`src/hw/rtl/ppmfg_pkg.sv`:
```
package ppmfg_pkg;

   localparam int FRAME_W = 16;
   localparam int US_W    = 12;
   localparam int ELAPSED_W = 17;
   localparam int CSR_INDEX_W = 2;
   localparam int CSR_DATA_W  = 16;
   localparam int SLOT_OUT_W  = 4;

   localparam logic [FRAME_W-1:0]   RESET_FRAME_LENGTH = 16'd20000;
   localparam logic [US_W-1:0]      RESET_PULSE_LENGTH = 12'd400;
   localparam logic [US_W-1:0]      RESET_SLOT_MINIMUM = 12'd800;
   localparam logic [US_W-1:0]      RESET_SLOT_MAXIMUM = 12'd2200;
   localparam logic [US_W-1:0]      RESET_WIDTH        = 12'd1000;
   localparam logic [ELAPSED_W-1:0] FRAME_MAX          = 17'h1FFFF;

   localparam logic [CSR_INDEX_W-1:0] CSR_FRAME_LENGTH = 2'd0;
   localparam logic [CSR_INDEX_W-1:0] CSR_PULSE_LENGTH = 2'd1;
   localparam logic [CSR_INDEX_W-1:0] CSR_SLOT_MINIMUM = 2'd2;
   localparam logic [CSR_INDEX_W-1:0] CSR_SLOT_MAXIMUM = 2'd3;

   localparam logic COMMAND_TICK  = 1'b0;
   localparam logic COMMAND_WRITE = 1'b1;

   typedef struct packed {
      logic                  line_level;
      logic                  frame_begin;
      logic                  frame_overrun;
      logic [SLOT_OUT_W-1:0] slot_now;
   } rsp_type;

endpackage

```
`src/hw/rtl/ppmfg_req_if.sv`:
```
interface ppmfg_req_if;
   import ppmfg_pkg::*;

   logic            valid;
   logic            ready;
   logic            command;
   logic [2:0]      channel_index;
   logic [US_W-1:0] channel_width_us;

   modport source (output valid, command, channel_index, channel_width_us, input ready);
   modport sink   (input valid, command, channel_index, channel_width_us, output ready);
endinterface

```
`src/hw/rtl/ppmfg_rsp_if.sv`:
```
interface ppmfg_rsp_if;
   import ppmfg_pkg::*;

   logic                  valid;
   logic                  ready;
   logic                  line_level;
   logic                  frame_begin;
   logic                  frame_overrun;
   logic [SLOT_OUT_W-1:0] slot_now;

   modport source (output valid, line_level, frame_begin, frame_overrun, slot_now,
                   input ready);
   modport sink   (input valid, line_level, frame_begin, frame_overrun, slot_now,
                   output ready);
endinterface

```
`src/hw/rtl/ppmfg_out_skid.sv`:
```
module ppmfg_out_skid (
   input  logic                clock,
   input  logic                reset,
   input  logic                in_valid,
   input  ppmfg_pkg::rsp_type  in_data,
   output logic                in_ready,
   output logic                out_valid,
   output ppmfg_pkg::rsp_type  out_data,
   input  logic                out_ready
);
   import ppmfg_pkg::*;

   logic    out_valid_ff, out_valid_in;
   logic    skid_valid_ff, skid_valid_in;
   rsp_type out_data_ff, out_data_in;
   rsp_type skid_data_ff, skid_data_in;

   assign in_ready  = !skid_valid_ff;
   assign out_valid = out_valid_ff;
   assign out_data  = out_data_ff;

   always_comb begin
      out_valid_in  = out_valid_ff;
      out_data_in   = out_data_ff;
      skid_valid_in = skid_valid_ff;
      skid_data_in  = skid_data_ff;
      if (!out_valid_ff || out_ready) begin
         if (skid_valid_ff) begin
            out_valid_in  = 1'b1;
            out_data_in   = skid_data_ff;
            skid_valid_in = 1'b0;
         end else begin
            out_valid_in = in_valid;
            out_data_in  = in_data;
         end
      end else if (in_valid && !skid_valid_ff) begin
         // output stalled: park the new result
         skid_valid_in = 1'b1;
         skid_data_in  = in_data;
      end
   end

   always_ff @(posedge clock) begin
      if (reset) begin
         out_valid_ff  <= 1'b0;
         skid_valid_ff <= 1'b0;
      end else begin
         out_valid_ff  <= out_valid_in;
         skid_valid_ff <= skid_valid_in;
      end
   end

   always_ff @(posedge clock) begin
      out_data_ff  <= out_data_in;
      skid_data_ff <= skid_data_in;
   end

endmodule

```
`src/hw/rtl/ppm_frame_generator_top.sv`:
```
// PPM frame generator
// req_if carries requests: a tick (command 0) advances the pulse train by one
// microsecond and yields one response; a write (command 1) stores the width of
// channel channel_index and yields no response. rsp_if gives the line level,
// the frame start and overrun flags and the current slot (CHANNELS in the gap).
// The csr_ port sets frame length, separator pulse length and the clamp bounds;
// write it only while the block is idle.
// A tick's response is registered in the output stage. Throughput: one request
// per cycle while req_if.ready is high; all slot and frame counters update
// together from the registered state, so the counter compare path sets it.
// A two-entry output stage (register plus skid) lets one more request in while
// a response waits; with both entries full req_if.ready drops until rsp_if
// takes a response. Nothing is lost or reordered under stalls.
// Reset (synchronous, active high) restores the register defaults, sets every
// channel width to 1000, empties the output stage and makes the first tick
// begin a new frame.
module ppm_frame_generator_top #(
   parameter int CHANNELS = 8
) (
   input  logic                                clock,
   input  logic                                reset,
   ppmfg_req_if.sink                           req_if,
   ppmfg_rsp_if.source                         rsp_if,
   input  logic                                csr_write_enable,
   input  logic [ppmfg_pkg::CSR_INDEX_W-1:0]   csr_index,
   input  logic [ppmfg_pkg::CSR_DATA_W-1:0]    csr_write_data
);
   import ppmfg_pkg::*;

   localparam int SLOT_W = $clog2(CHANNELS + 1);
   localparam int IDX_W  = (CHANNELS > 1) ? $clog2(CHANNELS) : 1;
   localparam logic [SLOT_W-1:0] SLOT_GAP = SLOT_W'(CHANNELS);

   logic [FRAME_W-1:0] frame_length_ff;
   logic [US_W-1:0]    pulse_length_ff;
   logic [US_W-1:0]    slot_minimum_ff;
   logic [US_W-1:0]    slot_maximum_ff;

   logic [US_W-1:0]      widths_ff [CHANNELS];
   logic [SLOT_W-1:0]    slot_index_ff, slot_index_in;
   logic [US_W-1:0]      slot_elapsed_ff, slot_elapsed_in;
   logic [US_W-1:0]      slot_length_ff, slot_length_in;
   logic [ELAPSED_W-1:0] frame_elapsed_ff, frame_elapsed_in;
   logic                 overrun_ff, overrun_in;

   logic          accept, tick, wr, in_ready;
   logic [31:0]   ch_ext;
   logic [IDX_W-1:0] wr_idx, rd_idx;
   logic          in_gap, slot_start, slot_end, frame_done;
   logic [US_W-1:0] w_raw, w_lo, w_hi, w_len, len;
   logic [US_W:0]   elapsed_inc;
   logic [ELAPSED_W-1:0] frame_bump;
   logic [SLOT_W-1:0]    slot_next;
   logic [31:0]   slot_ext;
   rsp_type       res, out_data;
   logic          out_valid;

   assign accept = req_if.valid && in_ready;
   assign tick   = accept && (req_if.command == COMMAND_TICK);
   assign wr     = accept && (req_if.command == COMMAND_WRITE);
   assign req_if.ready = in_ready;

   assign ch_ext = 32'(req_if.channel_index);
   assign wr_idx = ch_ext[IDX_W-1:0];

   always_comb begin
      in_gap     = slot_index_ff >= SLOT_GAP;
      rd_idx     = in_gap ? '0 : slot_index_ff[IDX_W-1:0];
      w_raw      = widths_ff[rd_idx];
      // clamp order matters: minimum, then maximum, then at least the pulse
      w_lo       = (w_raw < slot_minimum_ff) ? slot_minimum_ff : w_raw;
      w_hi       = (w_lo > slot_maximum_ff) ? slot_maximum_ff : w_lo;
      w_len      = (w_hi < pulse_length_ff) ? pulse_length_ff : w_hi;
      slot_start = slot_elapsed_ff == '0;
      len        = slot_start ? w_len : slot_length_ff;
      elapsed_inc = {1'b0, slot_elapsed_ff} + 1'b1;
      slot_end   = elapsed_inc >= {1'b0, len};
      frame_bump = (frame_elapsed_ff == FRAME_MAX) ? frame_elapsed_ff
                                                   : frame_elapsed_ff + 1'b1;
      frame_done = frame_bump >= {1'b0, frame_length_ff};
      slot_next  = slot_index_ff + 1'b1;
      slot_ext   = 32'(slot_index_ff);

      slot_index_in    = slot_index_ff;
      slot_elapsed_in  = slot_elapsed_ff;
      slot_length_in   = slot_length_ff;
      frame_elapsed_in = frame_bump;
      overrun_in       = overrun_ff;

      res.line_level    = 1'b1;
      res.frame_begin   = 1'b0;
      res.frame_overrun = 1'b0;
      res.slot_now      = SLOT_OUT_W'(CHANNELS);

      if (in_gap) begin
         if (frame_done) begin
            slot_index_in    = '0;
            slot_elapsed_in  = '0;
            frame_elapsed_in = '0;
         end
      end else begin
         res.slot_now   = slot_ext[SLOT_OUT_W-1:0];
         res.line_level = !(slot_elapsed_ff < pulse_length_ff);
         slot_length_in = len;
         if (slot_start && (slot_index_ff == '0)) begin
            res.frame_begin   = 1'b1;
            res.frame_overrun = overrun_ff;
            overrun_in        = 1'b0;
         end
         if (slot_end) begin
            slot_elapsed_in = '0;
            slot_index_in   = slot_next;
            // channels reached the frame length: no sync gap
            if ((slot_next >= SLOT_GAP) && frame_done) begin
               overrun_in       = 1'b1;
               slot_index_in    = '0;
               frame_elapsed_in = '0;
            end
         end else begin
            slot_elapsed_in = elapsed_inc[US_W-1:0];
         end
      end
   end

   always_ff @(posedge clock) begin
      if (reset) begin
         slot_index_ff    <= '0;
         slot_elapsed_ff  <= '0;
         slot_length_ff   <= '0;
         frame_elapsed_ff <= '0;
         overrun_ff       <= 1'b0;
      end else if (tick) begin
         slot_index_ff    <= slot_index_in;
         slot_elapsed_ff  <= slot_elapsed_in;
         slot_length_ff   <= slot_length_in;
         frame_elapsed_ff <= frame_elapsed_in;
         overrun_ff       <= overrun_in;
      end
   end

   always_ff @(posedge clock) begin
      if (reset) begin
         for (int i = 0; i < CHANNELS; i++) begin
            widths_ff[i] <= RESET_WIDTH;
         end
      end else if (wr && (ch_ext < 32'(CHANNELS))) begin
         widths_ff[wr_idx] <= req_if.channel_width_us;
      end
   end

   always_ff @(posedge clock) begin
      if (reset) begin
         frame_length_ff <= RESET_FRAME_LENGTH;
         pulse_length_ff <= RESET_PULSE_LENGTH;
         slot_minimum_ff <= RESET_SLOT_MINIMUM;
         slot_maximum_ff <= RESET_SLOT_MAXIMUM;
      end else if (csr_write_enable) begin
         case (csr_index)
            CSR_FRAME_LENGTH: frame_length_ff <= csr_write_data;
            CSR_PULSE_LENGTH: pulse_length_ff <= csr_write_data[US_W-1:0];
            CSR_SLOT_MINIMUM: slot_minimum_ff <= csr_write_data[US_W-1:0];
            CSR_SLOT_MAXIMUM: slot_maximum_ff <= csr_write_data[US_W-1:0];
            default: ;
         endcase
      end
   end

   ppmfg_out_skid u_out_skid (
      .clock     (clock),
      .reset     (reset),
      .in_valid  (tick),
      .in_data   (res),
      .in_ready  (in_ready),
      .out_valid (out_valid),
      .out_data  (out_data),
      .out_ready (rsp_if.ready)
   );

   assign rsp_if.valid         = out_valid;
   assign rsp_if.line_level    = out_data.line_level;
   assign rsp_if.frame_begin   = out_data.frame_begin;
   assign rsp_if.frame_overrun = out_data.frame_overrun;
   assign rsp_if.slot_now      = out_data.slot_now;

endmodule

```
`src/flat_wrapper.sv`:
```
// flat-port wrapper written by rule: the top's interface ports become plain ports
module ppm_frame_generator_top_flat import ppmfg_pkg::*;
#(
   parameter int CHANNELS = 8
)
  (clock, reset, csr_write_enable, csr_index, csr_write_data, req_if_valid, req_if_command, req_if_channel_index, req_if_channel_width_us, req_if_ready, rsp_if_valid, rsp_if_line_level, rsp_if_frame_begin, rsp_if_frame_overrun, rsp_if_slot_now, rsp_if_ready);
  ppmfg_req_if req_if_i ();
  ppmfg_rsp_if rsp_if_i ();
  input  logic clock;
  input  logic reset;
  input  logic csr_write_enable;
  input  logic [ppmfg_pkg::CSR_INDEX_W-1:0] csr_index;
  input  logic [ppmfg_pkg::CSR_DATA_W-1:0] csr_write_data;
  input wire logic [$bits(req_if_i.valid)-1:0] req_if_valid;
  input wire logic [$bits(req_if_i.command)-1:0] req_if_command;
  input wire logic [$bits(req_if_i.channel_index)-1:0] req_if_channel_index;
  input wire logic [$bits(req_if_i.channel_width_us)-1:0] req_if_channel_width_us;
  output wire logic [$bits(req_if_i.ready)-1:0] req_if_ready;
  output wire logic [$bits(rsp_if_i.valid)-1:0] rsp_if_valid;
  output wire logic [$bits(rsp_if_i.line_level)-1:0] rsp_if_line_level;
  output wire logic [$bits(rsp_if_i.frame_begin)-1:0] rsp_if_frame_begin;
  output wire logic [$bits(rsp_if_i.frame_overrun)-1:0] rsp_if_frame_overrun;
  output wire logic [$bits(rsp_if_i.slot_now)-1:0] rsp_if_slot_now;
  input wire logic [$bits(rsp_if_i.ready)-1:0] rsp_if_ready;
  assign req_if_i.valid = req_if_valid;
  assign req_if_i.command = req_if_command;
  assign req_if_i.channel_index = req_if_channel_index;
  assign req_if_i.channel_width_us = req_if_channel_width_us;
  assign req_if_ready = req_if_i.ready;
  assign rsp_if_valid = rsp_if_i.valid;
  assign rsp_if_line_level = rsp_if_i.line_level;
  assign rsp_if_frame_begin = rsp_if_i.frame_begin;
  assign rsp_if_frame_overrun = rsp_if_i.frame_overrun;
  assign rsp_if_slot_now = rsp_if_i.slot_now;
  assign rsp_if_i.ready = rsp_if_ready;
  ppm_frame_generator_top #(.CHANNELS(CHANNELS)) u_core (.clock(clock), .reset(reset), .req_if(req_if_i), .rsp_if(rsp_if_i), .csr_write_enable(csr_write_enable), .csr_index(csr_index), .csr_write_data(csr_write_data));
endmodule
```
`config.mk`:
```
export PLATFORM = sky130hd
export DESIGN_NAME = ppm_frame_generator_top_flat
export DESIGN_NICKNAME = d
export VERILOG_FILES = /design/src/hw/rtl/ppmfg_pkg.sv /design/src/hw/rtl/ppmfg_req_if.sv /design/src/hw/rtl/ppmfg_rsp_if.sv /design/src/hw/rtl/ppmfg_out_skid.sv /design/src/hw/rtl/ppm_frame_generator_top.sv /design/src/flat_wrapper.sv
export SDC_FILE = /design/constraint.sdc
export NUM_CORES = 1
export LEC_CHECK = 0
export ABC_AREA = 1
export BUFFER_PORTS_ARGS = -buffer_cell sky130_fd_sc_hd__buf_2
export CAP_MARGIN = 20
export CELL_PAD_IN_SITES_DETAIL_PLACEMENT = 0
export CELL_PAD_IN_SITES_GLOBAL_PLACEMENT = 2
export CORE_UTILIZATION = 30
export CTS_CLUSTER_DIAMETER = 30
export DETAILED_ROUTE_END_ITERATION = 8
export GPL_ROUTABILITY_DRIVEN = 0
export PLACE_DENSITY = 0.72
export SYNTH_ARGS = -nofsm -noshare
export SYNTH_HDL_FRONTEND = slang
export SYNTH_SLANG_ARGS = --single-unit
```
`constraint.sdc`:
```
create_clock -name clock -period 12.3 [get_ports clock]
set_input_delay 1.23 -clock clock [delete_from_list [all_inputs] [get_ports clock]]
set_output_delay 1.23 -clock clock [all_outputs]
set_load 0.005 [all_outputs]
```
## After elaboration in Yosys (flattened, before gate mapping)

Memories as Yosys holds them, arrays and structs flattened.
Index checks and enable logic that the tools add are counted.

| storage, ports and cells | value |
|---|---|
| flip-flop bits (word level) | 114 |
| RAM bits | 96 |
| input bits | 39 |
| output and inout bits | 9 |
| word-level logic and storage cells | 97 |
| memories | 1 |

Memories:

| name | depth | width | rd ports | clocked after memory_dff | wr ports | line | text |
|---|---|---|---|---|---|---|---|
| u_core.widths_ff | 8 | 12 | 1 | 0 | 8 | ppm_frame_generator_top.sv:39 | `logic [US_W-1:0] widths_ff [CHANNELS];` |

| operators by class | value |
|---|---|
| add/sub/neg operators | 3 |
| magnitude comparators | 9 |
| equality and inequality tests | 5 |
| mux-type cells | 32 |
| bitwise operators | 3 |
| reductions and logical operators | 25 |

Operator list:

| operator | number |
|---|---|
| $mux 12 | 8 |
| $mux 17 | 5 |
| $lt 12x12->1 | 3 |
| $add 17x1->17 const B | 1 |
| $eq 17x17->1 const B | 1 |
| $ge 17x16->1 | 1 |
| $mux 4 | 4 |
| $mux 7 | 2 |
| $reduce_and 2->1 | 7 |
| $add 12x1->13 const B | 1 |
| $ge 13x12->1 | 1 |
| $gt 12x12->1 | 1 |
| $logic_not 12->1 | 1 |
| $reduce_or 12->1 | 1 |
| $mux 1 | 10 |
| $ge 4x4->1 const B | 2 |
| $logic_and 1x1->1 | 7 |
| $mux 3 | 2 |
| $add 4x1->4 const B | 1 |
| $eq 2x2->1 const B | 2 |
| $logic_not 4->1 | 1 |
| $lt 3x4->1 const B | 1 |
| $logic_not 1->1 | 3 |
| $not 1->1 | 3 |
| 8 further kinds | 8 |

## Depth between registers and ports, before layout

Gate-level depths: netlist of the first run.
An unclocked memory read counts as a cell.

| logic depth | value |
|---|---|
| depth in word-level cells | 13 |
| gate-level depth with buffers | 60 |
| gate-level depth less buffers | 56 |

## Hierarchy

Synthesis of the first run repeated with hierarchy kept, for this count alone.

| second synthesis, totals | value |
|---|---|
| cell total of the unflattened synthesis | 1381 |
| area, all modules | 11434.7 um^2 |

Modules (own cells, without submodules):

| module | instances | cells an instance | area each (um^2) | sequential area each (um^2) |
|---|---|---|---|---|
| ppm_frame_generator_top | 1 | 1332 | 10827.9 | 4844.6 |
| ppmfg_out_skid | 1 | 49 | 606.8 | 460.4 |

## Least setup slack after synthesis of the first run

No wires, ideal clock.

| timing path | value |
|---|---|
| path type | reg2reg |
| start | register u_core.slot_index_ff[3] |
| end | register u_core.frame_elapsed_ff[10] |
| setup time | 0.070 ns |
| data arrival time | 7.349 ns |
| required time | 12.230 ns |
| path slack | 4.881 ns |
| cell stages (with the launch flop) | 56 |
| buffers on the path | 5 |
| clock period less this slack | 7.419 ns |
| path through | dfxtp_1 inv_2 nand2_1 inv_2 clkbuf_1 o21ai_0 o22ai_1 nand2_1 o31ai_1 ha_1 a21oi_1 o21a_1 o221a_2 nand2_2 buf_2 nand2_1 o21ai_0 ha_1 [20 not listed] inv_1 nand2_1 a21oi_1 o21bai_1 a21oi_1 o21bai_1 a21oi_1 nor2_1 nor2_1 o21ai_0 nand3_1 nand2_1 nand2_1 nand3_1 nand2_1 clkbuf_1 nand4_1 a21oi_1 |

| between the ends | value |
|---|---|
| word-level cells in the longest chain between the ends | 13 |
| elaborated cells between the ends (all ways) | 17 |
| classes of those cells | add/sub (1); order compare (6); mux (8); reduce/logical (1); memory (1) |

RTL lines:

| element | line | text |
|---|---|---|
| start: declaration | ppm_frame_generator_top.sv:40 | `logic [SLOT_W-1:0] slot_index_ff, slot_index_in;` |
| start signal: assignment | ppm_frame_generator_top.sv:133 | `slot_index_ff <= slot_index_in;` |
| $ge 4x4->1 (*) | ppm_frame_generator_top.sv:67 | `in_gap = slot_index_ff >= SLOT_GAP;` |
| $mux 3 (*) | ppm_frame_generator_top.sv:68 | `rd_idx = in_gap ? '0 : slot_index_ff[IDX_W-1:0];` |
| $mem_v2 8x12 (*) | n/a |  |
| $lt 12x12->1 | ppm_frame_generator_top.sv:71 | `w_lo = (w_raw < slot_minimum_ff) ? slot_minimum_ff : w_raw;` |
| $mux 12 (*) | ppm_frame_generator_top.sv:71 |  |
| $gt 12x12->1 | ppm_frame_generator_top.sv:72 | `w_hi = (w_lo > slot_maximum_ff) ? slot_maximum_ff : w_lo;` |
| $mux 12 (*) | ppm_frame_generator_top.sv:72 |  |
| $lt 12x12->1 | ppm_frame_generator_top.sv:73 | `w_len = (w_hi < pulse_length_ff) ? pulse_length_ff : w_hi;` |
| $mux 12 (*) | ppm_frame_generator_top.sv:73 |  |
| $mux 12 (*) | ppm_frame_generator_top.sv:75 | `len = slot_start ? w_len : slot_length_ff;` |
| net u_core.len[0] | ppm_frame_generator_top.sv:50 | `logic [US_W-1:0] w_raw, w_lo, w_hi, w_len, len;` |
| $ge 13x12->1 (*) | ppm_frame_generator_top.sv:77 | `slot_end = elapsed_inc >= {1'b0, len};` |
| $mux 17 (*) | ppm_frame_generator_top.sv:110 | `if (slot_end) begin` |
| $mux 17 (*) | ppm_frame_generator_top.sv:95 | `if (in_gap) begin` |
| end signal: assignment | ppm_frame_generator_top.sv:136 | `frame_elapsed_ff <= frame_elapsed_in;` |
| end: declaration | ppm_frame_generator_top.sv:43 | `logic [ELAPSED_W-1:0] frame_elapsed_ff, frame_elapsed_in;` |

Mark *: on every way through the listed nets, which the timed path passes. The rest lies on a longest branch.
A chain may end at the register's enable or synchronous reset.

## Worst setup path in the final report of the first run

| timing path | value |
|---|---|
| start | register u_core.slot_index_ff[3] |
| end | register u_core.slot_index_ff[1] |

| between the ends | value |
|---|---|
| word-level cells in the longest chain between the ends | 13 |
| elaborated cells between the ends (all ways) | 20 |
| classes of those cells | add/sub (1); order compare (6); eq/ne (1); mux (8); reduce/logical (3); memory (1) |

RTL lines:

| element | line |
|---|---|
| $ge 4x4->1 (*) | ppm_frame_generator_top.sv:67 |
| $mux 3 (*) | ppm_frame_generator_top.sv:68 |
| $mem_v2 8x12 (*) | n/a |
| $lt 12x12->1 | ppm_frame_generator_top.sv:71 |
| $mux 12 (*) | ppm_frame_generator_top.sv:71 |
| $gt 12x12->1 | ppm_frame_generator_top.sv:72 |
| $mux 12 (*) | ppm_frame_generator_top.sv:72 |
| $lt 12x12->1 | ppm_frame_generator_top.sv:73 |
| $mux 12 (*) | ppm_frame_generator_top.sv:73 |
| $mux 12 (*) | ppm_frame_generator_top.sv:75 |
| net u_core.len[0] | ppm_frame_generator_top.sv:50 |
| $ge 13x12->1 (*) | ppm_frame_generator_top.sv:77 |
| $reduce_bool 2->1 (no source line) (*) | n/a |
| $reduce_and 3->1 (no source line) (*) | n/a |

Mark *: on every way through the listed nets, which the timed path passes. The rest lies on a longest branch. The select of a mux whose other input is x is not followed.

==> results of run 1 <==
[state kept, by name, summed over array words and instances, names as in the netlist, 12 cells and up]
| register | flops |
|---|---|
| u_core.slot_minimum_ff | 12 |
| u_core.frame_length_ff | 16 |
| u_core.widths_ff | 96 |
| u_core.slot_length_ff | 12 |
| u_core.slot_maximum_ff | 12 |
| u_core.slot_elapsed_ff | 12 |
| u_core.pulse_length_ff | 12 |
| u_core.frame_elapsed_ff | 17 |
[cells in the final DEF (no fill, tap or decap), types with 9 or more instances in the layout]
master	netlist	final
nand2_1	248	248
inv_1	192	192
nor2_1	156	156
edfxtp_1	110	110
a21oi_1	106	106
dfxtp_1	100	100
o21ai_0	94	94
ha_1	78	78
nand3_1	63	63
clkbuf_16	0	59
buf_2	6	47
nand4_1	32	32
a221oi_1	22	22
xor2_1	19	19
nor3_1	19	17
o21ai_1	15	15
o31ai_1	12	12
o211ai_1	12	12
clkbuf_1	42	12
o22ai_1	11	11
clkinvlp_4	0	9
[per-stage QoR]
| stage | cells | hold slack (ns) |
|---|---|---|
| 2_1_floorplan | 1384 | 0.4353 |
| 3_3_place_gp | 1889 | 0.4546 |
| 3_5_place_dp | 1889 | 0.4565 |
| 4_1_cts | 1999 | 0.4636 |
| 5_1_grt | 2000 | 0.4873 |
| 6_report | 2000 | 0.4664 |
[metal layers]
| metal | share of wire | track usage | wire length, um |
|---|---|---|---|
| met1 | 0.46 | 0.2200 | 15390 |
| met2 | 0.48 | 0.3034 | 16340 |
| met3 | 0.032 | 0.02974 | 1092 |
| met4 | 0.028 | 0.07697 | 934 |
| met5 | 0 | 0 | 0 |
[layout make-up]
type,instances,share of cell area
clock buffer,79,0.1158
clock inverter,31,0.02965
inverter,198,0.05273
multi-input combinational,923,0.3598
sequential,210,0.3764
tap,504,0.04474
timing repair buffer,55,0.02095
[kinds of logic (layout without fill, tap and decap cells)]
group | after synthesis | in the layout | share of synthesized area
simple gates | 530 | 530 | 0.1947
buf+inv | 251 | 363 | 0.08523
compound gates | 294 | 294 | 0.1488
mux | 1 | 1 | 0.0008844
flops | 210 | 210 | 0.4687
xor+xnor | 20 | 20 | 0.01548
fa+ha+maj | 78 | 78 | 0.08623
[power by group through the flow]
stage                     Sequential (uW)  Combinational, uW  Clock [uW]
after detailed placement              795                495           0
after global routing                  785                570        1600
after CTS                             783                497        1570
after floorplan                       791                359           0
after global placement                794                495           0
final                                 783                500        1540
[critical path, delay by kind of cell, from the launching register on]
family                   cells  cell delay, ns
flip-flops                   1            0.43
AO/OA/AOI/OAI               20            3.54
AND/OR/NAND/NOR             21            3.22
buffers and inverters        6            1.32
adder cells (fa/ha/maj)      4            1.21
[path summary, 6_finish.rpt]
path	startpoint	to	slack (ns)	depth (start not counted)
hold reg to reg	u_core.frame_elapsed_ff[14]$_SDFFE_PP0P_	u_core.frame_elapsed_ff[14]$_SDFFE_PP0P_	0.47	2
setup reg to reg	u_core.slot_index_ff[3]$_SDFFE_PP0P_	u_core.slot_index_ff[1]$_SDFFE_PP0P_	2.47	51
hold / removal	u_core.frame_elapsed_ff[14]$_SDFFE_PP0P_	u_core.frame_elapsed_ff[14]$_SDFFE_PP0P_	0.47	2
setup / recovery	u_core.slot_index_ff[3]$_SDFFE_PP0P_	u_core.slot_index_ff[1]$_SDFFE_PP0P_	2.47	51
==> flow_summary.yaml, run 1 <==
outcome:
  status: "completed"
drt:
  first_iter_violations: 441
  dr.pass1.iters: 5
  final_antenna_net_count: 0
  drc: 0
  routed_wirelength_um: 33760
  vias: 9501
  avgViaCountPerCell: 4.751
  wire_per_inst_um: 16.88
place:
  place_ws_ns: 1.859
  hpwlAfterDp_um: 23950
  port_buffers: 47
  postPlaceCellArea_um2: 12040
global_route:
  grt_pass1_wl_um: 52160
  antenna_found_initial: 0
  grt_pass1_vias: 9145
  grt.total_usage: 0.1776
  grt_max_degree: 62
  grt_overflow: 0
synthesis:
  synth.yosys.seq_area_share: 0.4687
  synth_largest_area_cell: "edfxtp_1"
  syn-num-nets: 1501
  ys_ff_latch: 210
  synth_edf_count: 110
  synth_warnings: 0
  synthDistinctLibCells: 42
  yosys.area.top_type_share: 0.2918
  synthesis.area_um2: 11320
  ys.flop_type: "edfxtp_1"
  async_flop_share: 0
  synth_cells: 1384
  postSynthAreaPerCell_um2: 8.178
  synth.most_common_cell: "nand2_1"
  synth_area_leaders: "edfxtp_1, dfxtp_1, ha_1"
  synth_commonest_cells: "nand2_1, inv_1, nor2_1"
floorplan:
  fp.dieH_um: 196.2
  die_w_um: 196.2
  dieArea_um2: 38510
  initial_core_util: 0.3070
  num_rows: 70
  pin_count: 48
  fp.coreArea_um2: 36870
cells_and_area:
  fin_nets: 1564
  seq_area_um2: 5305
  drive_above_1_share: 0.1110
  fin_area_um2: 14090
  fin_util: 0.3823
  area_growth_pct: 24.53
  num_antenna_cells: 0
  filler_cell_count: 3788
  multi_input_area_um2: 5071
timing:
  fin_skew_ns: 0.05602
  slew_headroom: 0.2754
  setup_viol: 0
  tightest_slew_ns: 1.086
  timing.final.crit_share: 0.7994
  period_minus_slack_ns: 9.833
  final_max_slew_viol_count: 0
  setup_ws_ns: 2.467
  max_freq_ghz: 0.1017
  setup_tns_ns: 0
  hold_viol: 0
  rsz0062_at_grt: "no"
setup_path:
  cpPeakStageDelay_ns: 0.69
  worst_setup_path_start_kind: "register"
  crit_fanout: 25
  path_common_cell: "nand2_1"
  worstPathRequired_ns: 12.80
  criticalPathCategory: "register to register"
  slowest_stage: "inv_2"
  crit_arrival_ns: 10.33
  worst_setup_path_end_kind: "register"
power:
  pwr-share-comb: 0.177
  p_sw_frac: 0.2903
  p_int_uw: 2001
  leakage_uw: 0.005943
  p_switching_uw: 818.4
  finalPower_uw: 2820
  power_frac_seq: 0.278
  p_per_area_nw_per_um2: 200.1
  vdd_drop_max_mv: 0.1002
  pwr-share-clk: 0.545
flow_run:
  cap_violations: 0
clocking:
  cts_tree: "yes"
  ctsLongestPathBuffers: 3
  clk-insertion-delay-late_ns: 0.62
  cts-root-buf: "clkbuf_16"
  path_clk_slew_ns: 0.04
  cts_buffers: 59
  cts_resized: 0
  hold_buffers: 0
  cts.sinks: 210
  cts_setup_buffers: 0
  htreeDepth: 2
hold_path:
  min_path_type: "register to register"
No activity file was read; power rests on OpenSTA's default activity.
==> run 2: changes to the inputs <==
==> constraint.sdc (replaced) <==
create_clock -name clock -period 9.91 [get_ports clock]
set_input_delay 0.991 -clock clock [delete_from_list [all_inputs] [get_ports clock]]
set_output_delay 0.991 -clock clock [all_outputs]
set_load 0.005 [all_outputs]
==> flow_summary.yaml, run 2 (synthesis gave the netlist of run 1 again) <==
outcome:
  status: "completed"
global_route:
  grt_pass1_wl_um: 53250
  busiest_layer: "met2"
  grt_use_met1: 0.2232
  grt_overflow: 0
  grt_pass1_vias: 9396
  grt_max_degree: 53
  met2_usage: 0.3125
  met3_usage: 0.03043
  antenna_found_initial: 1
  grt.total_usage: 0.1804
cells_and_area:
  filler_cell_count: 3804
  drive_above_1_share: 0.1113
  top_regs: "u_core.widths_ff: 96 flops, u_core.frame_elapsed_ff: 17 flops, u_core.frame_length_ff: 16 flops"
  top_register: "u_core.widths_ff"
  num_antenna_cells: 0
  final_common_cell: "nand2_1"
  area_growth_pct: 23.25
  largest_register_ffs: 96
  fin_nets: 1564
  final_cell_mix: "nand2_1, inv_1, nor2_1"
setup_path:
  worst_setup_path_start_kind: "register"
  worstPathRequired_ns: 10.40
  cp_num_buf_inv: 6
  worst_setup_path_end_kind: "register"
  path_common_cell: "nand2_1"
  crit_arrival_ns: 9.15
  cp_top_family: "compound AO/OA/AOI/OAI gates"
  crit_fanout: 30
  criticalPathCategory: "register to register"
  cpPeakStageDelay_ns: 0.57
  slowest_stage: "dfxtp_1"
floorplan:
  pin_count: 48
  fp.dieH_um: 196.2
  initial_core_util: 0.3070
  num_rows: 70
  dieArea_um2: 38510
  fp.coreArea_um2: 36870
  die_w_um: 196.2
timing:
  rsz0062_at_grt: "no"
  fin_skew_ns: 0.03508
  slew_headroom: 0.3012
  setup_ws_ns: 1.254
  tightest_slew_ns: 1.047
  setup_tns_ns: 0
  final_max_slew_viol_count: 0
  period_minus_slack_ns: 8.656
  timing.final.crit_share: 0.8734
  setup_viol: 0
  max_freq_ghz: 0.1155
  hold_viol: 0
power:
  p_per_area_nw_per_um2: 241.5
  p_sw_frac: 0.2953
  leakage_uw: 0.005891
  pwr-share-clk: 0.527
  vdd_drop_max_mv: 0.1382
  pwr-share-comb: 0.185
  p_int_uw: 2374
  power_frac_seq: 0.289
  p_switching_uw: 994.8
clocking:
  cts_resized: 0
  cts_tree: "yes"
  cts.sinks: 210
  ctsLongestPathBuffers: 3
  clk-insertion-delay-late_ns: 0.60
  hold_buffers: 0
  cts-root-buf: "clkbuf_16"
  cts_buffers: 57
  htreeDepth: 2
  path_clk_slew_ns: 0.04
  cts_setup_buffers: 0
hold_path:
  min_path_type: "register to register"
drt:
  first_iter_violations: 407
  vias: 9527
  routed_wirelength_um: 33660
  avgViaCountPerCell: 4.773
  wire_per_inst_um: 16.86
  final_antenna_net_count: 0
  dr.pass1.iters: 5
  drc: 0
flow_run:
  cap_violations: 0
place:
  hpwlAfterDp_um: 24070
  place_ws_ns: 0.9311
  port_buffers: 47
[run 2: cell types whose count changed in the layout (fill, tap and decap cells not counted), sizes merged]
cell | previous run | this run
clkbuf | 80 | 65
clkinv | 15 | 25
buf | 54 | 57
clkinvlp | 9 | 7
bufinv | 7 | 6
inv | 198 | 199
[run 2: routing by layer]
metal | part of all wire | vias to the layer above
met2 | 0.49 | 163
met5 | 0 | -
li1 | - | 4842
met1 | 0.45 | 4450
met4 | 0.027 | 0
met3 | 0.037 | 72
[run 2: layout make-up]
class | instances | area (um2) | share of cell area
inverter | 198 | 743.2 | 0.05328
tap | 504 | 630.6 | 0.04521
sequential | 210 | 5305 | 0.3803
clock inverter | 39 | 395.4 | 0.02834
timing repair buffer | 57 | 310.3 | 0.02224
multi-input combinational | 923 | 5079 | 0.3641
clock buffer | 65 | 1486 | 0.1066
[run 2: final timing paths]
path                                                  from                                        to  slack, ns  cells after the start
hold / removal    u_core.frame_elapsed_ff[14]$_SDFFE_PP0P_  u_core.frame_elapsed_ff[14]$_SDFFE_PP0P_       0.47                      2
setup / recovery      u_core.slot_index_ff[3]$_SDFFE_PP0P_    u_core.slot_elapsed_ff[9]$_SDFFE_PP0P_       1.25                     49
setup reg to reg      u_core.slot_index_ff[3]$_SDFFE_PP0P_    u_core.slot_elapsed_ff[9]$_SDFFE_PP0P_       1.25                     49
hold reg to reg   u_core.frame_elapsed_ff[14]$_SDFFE_PP0P_  u_core.frame_elapsed_ff[14]$_SDFFE_PP0P_       0.47                      2
[run 2: worst min-delay path, cell delays in order (launching register included)]
cell and delay (ns):
dfxtp_1 0.30, nand2_1 0.06, a21oi_1 0.06
[run 2: power groups by stage]
stage / Combinational, uW / Clock [uW] / Sequential (uW)
2_1_floorplan: 446 / 0 / 982
3_3_place_gp: 620 / 0 / 987
3_5_place_dp: 623 / 0 / 987
4_1_cts: 626 / 1810 / 973
5_1_grt: 718 / 1850 / 976
6_report: 622 / 1770 / 972
[run 2: metrics by stage]
step | utilization | hold WS, ns | std cells | instance area (um2) | total power, uW
detailed placement | 0.3271 | 0.4610 | 1892 | 12060 | 1610
floorplan | - | 0.4353 | 1384 | 11320 | 1427
CTS | 0.3781 | 0.4699 | 1996 | 13940 | 3405
finish | 0.3783 | 0.4681 | 1996 | 13950 | 3368
global route | 0.3783 | 0.4964 | 1996 | 13950 | 3548
global placement | 0.3271 | 0.4544 | 1892 | 12060 | 1606
==> run 3: changes to the inputs <==
--- a/config.mk
+++ b/config.mk
@@ -10,6 +10,7 @@
 export CAP_MARGIN = 20
 export CELL_PAD_IN_SITES_DETAIL_PLACEMENT = 0
 export CELL_PAD_IN_SITES_GLOBAL_PLACEMENT = 2
+export CORE_ASPECT_RATIO = 1.1
 export CORE_UTILIZATION = 30
 export CTS_CLUSTER_DIAMETER = 30
 export DETAILED_ROUTE_END_ITERATION = 8
==> flow_summary.yaml, run 3 (synthesis gave the netlist of run 1 again) <==
outcome:
  status: "completed"
flow_run:
  cap_violations: 0
drt:
  wire_per_inst_um: 17.19
  routed_wirelength_um: 34150
  dr.pass1.iters: 5
  drc: 0
  avgViaCountPerCell: 4.793
  first_iter_violations: 521
  vias: 9524
  final_antenna_net_count: 0
timing:
  hold_viol: 0
  final_max_slew_viol_count: 0
  period_minus_slack_ns: 8.805
  setup_ws_ns: 1.105
  rsz0062_at_grt: "yes"
  max_freq_ghz: 0.1136
  timing.final.crit_share: 0.8885
  slew_headroom: 0.3979
  fin_skew_ns: 0.02339
  tightest_slew_ns: 0.9010
  setup_viol: 0
  setup_tns_ns: 0
place:
  place_ws_ns: 0.7263
  postPlaceCellArea_um2: 12080
  hpwlAfterDp_um: 24610
  dp.cells: 1887
  port_buffers: 47
global_route:
  antenna_found_initial: 1
  grt_overflow: 0
  grt.total_usage: 0.1815
  grt_max_degree: 63
  grt_pass1_vias: 9415
  grt_pass1_wl_um: 53760
power:
  leakage_uw: 0.005914
  p_per_area_nw_per_um2: 244.1
  vdd_drop_max_mv: 0.1257
setup_path:
  regToRegStartpoint: "u_core.slot_index_ff[3]$_SDFFE_PP0P_"
  slowest_stage: "nand2_1"
  r2r_setup_slack_ns: 1.11
  r2r-end: "u_core.frame_elapsed_ff[1]$_SDFFE_PP0P_"
  crit_fanout: 47
  worstPathRequired_ns: 10.41
  worst_setup_path_start_kind: "register"
  worst_setup_path_end_kind: "register"
  worstRegToRegCells: 49
  worstSetupStartpoint: "u_core.slot_index_ff[3]$_SDFFE_PP0P_"
  criticalPathCategory: "register to register"
  crit_end: "u_core.frame_elapsed_ff[1]$_SDFFE_PP0P_"
  cpPeakStageDelay_ns: 0.63
  path_common_cell: "nand2_1"
  crit_arrival_ns: 9.31
clocking:
  clk-insertion-delay-late_ns: 0.58
  path_clk_slew_ns: 0.05
  cts.sinks: 210
  cts_tree: "yes"
  ctsLongestPathBuffers: 3
  hold_buffers: 0
  cts-root-buf: "clkbuf_16"
  htreeDepth: 2
  cts_buffers: 53
cells_and_area:
  final_cell_mix: "nand2_1, inv_1, nor2_1"
  fin_nets: 1565
  drive_above_1_share: 0.1159
  filler_cell_count: 3810
  fin_util: 0.3767
  num_antenna_cells: 0
  final_common_cell: "nand2_1"
  largest_register_ffs: 96
  fin_area_um2: 13990
  top_regs: "u_core.widths_ff: 96 flops, u_core.frame_elapsed_ff: 17 flops, u_core.frame_length_ff: 16 flops"
  top_register: "u_core.widths_ff"
  fin_cells: 1987
  area_growth_pct: 23.58
hold_path:
  min_path_type: "register to register"
floorplan:
  dieArea_um2: 38510
  pin_count: 48
  fp.coreArea_um2: 37130
  fp.dieH_um: 205.7
  initial_core_util: 0.3048
  die_w_um: 187.2
  num_rows: 74
[run 3: cell types whose count changed in the layout (fill, tap and decap cells not counted), sizes merged]
cell	previous run	this run
clkinvlp	7	8
bufinv	6	8
clkinv	25	20
clkbuf	65	63
buf	57	62
[run 3: timing repair]
item                       CTS  global route
buffers inserted             0             0
resized for setup            0             4
setup endpoints to repair    0            30
[run 3: stage by stage]
step / total power [uW] / hold WS (ns)
2_1_floorplan: 1427 / 0.4353
3_3_place_gp: 1623 / 0.4536
3_5_place_dp: 1623 / 0.4574
4_1_cts: 3443 / 0.4659
5_1_grt: 3588 / 0.4983
6_report: 3415 / 0.4650
[run 3: area by class of cell]
class / instances / area, um2 / share of cell area
Multi-Input combinational cell: 923 / 5074 / 0.3627
Sequential cell: 210 / 5305 / 0.3793
Clock inverter: 37 / 475.5 / 0.03399
Timing Repair Buffer: 62 / 347.8 / 0.02487
Inverter: 198 / 743.2 / 0.05314
Tap cell: 494 / 618.1 / 0.04419
Clock buffer: 63 / 1424 / 0.1018
[run 3: layer usage]
metal	up-vias	global-route usage	part of all wire
met2	183	0.3221	0.49
met5	-	0	0
met4	0	0.06177	0.021
met3	54	0.03343	0.041
li1	4843	-	-
met1	4444	0.2200	0.44
[run 3: critical path: cells and delay by family, from the launching register on]
kind                     cells  cell delay [ns]
adder cells (fa/ha/maj)      4             1.22
buffers and inverters        6             0.98
AND/OR/NAND/NOR             20             2.77
flip-flops                   1             0.59
AO/OA/AOI/OAI               19             3.09
[run 3: how the worst min path moves through the flow]
| stage | startpoint | endpoint | slack, ns | cells after the start |
|---|---|---|---|---|
| 2_1_floorplan | u_core.frame_length_ff[12]$_SDFFE_PP0P_ | u_core.frame_length_ff[12]$_SDFFE_PP0P_ | 0.44 | 2 |
| 3_3_place_gp | u_core.frame_length_ff[1]$_SDFFE_PP0P_ | u_core.frame_length_ff[1]$_SDFFE_PP0P_ | 0.45 | 2 |
| 3_5_place_dp | u_core.frame_length_ff[1]$_SDFFE_PP0P_ | u_core.frame_length_ff[1]$_SDFFE_PP0P_ | 0.46 | 2 |
| 4_1_cts | u_core.frame_elapsed_ff[14]$_SDFFE_PP0P_ | u_core.frame_elapsed_ff[14]$_SDFFE_PP0P_ | 0.47 | 2 |
| 5_1_grt | u_core.frame_length_ff[1]$_SDFFE_PP0P_ | u_core.frame_length_ff[1]$_SDFFE_PP0P_ | 0.50 | 2 |
| 6_report | u_core.frame_length_ff[2]$_SDFFE_PP0P_ | u_core.frame_length_ff[2]$_SDFFE_PP0P_ | 0.46 | 2 |
[run 3: report_power, final]
group	internal [uW]	leakage, uW	switching (uW)
Sequential	955	0.00189	15.9
Combinational	202	0.00312	436
Clock	1240	0.000908	570
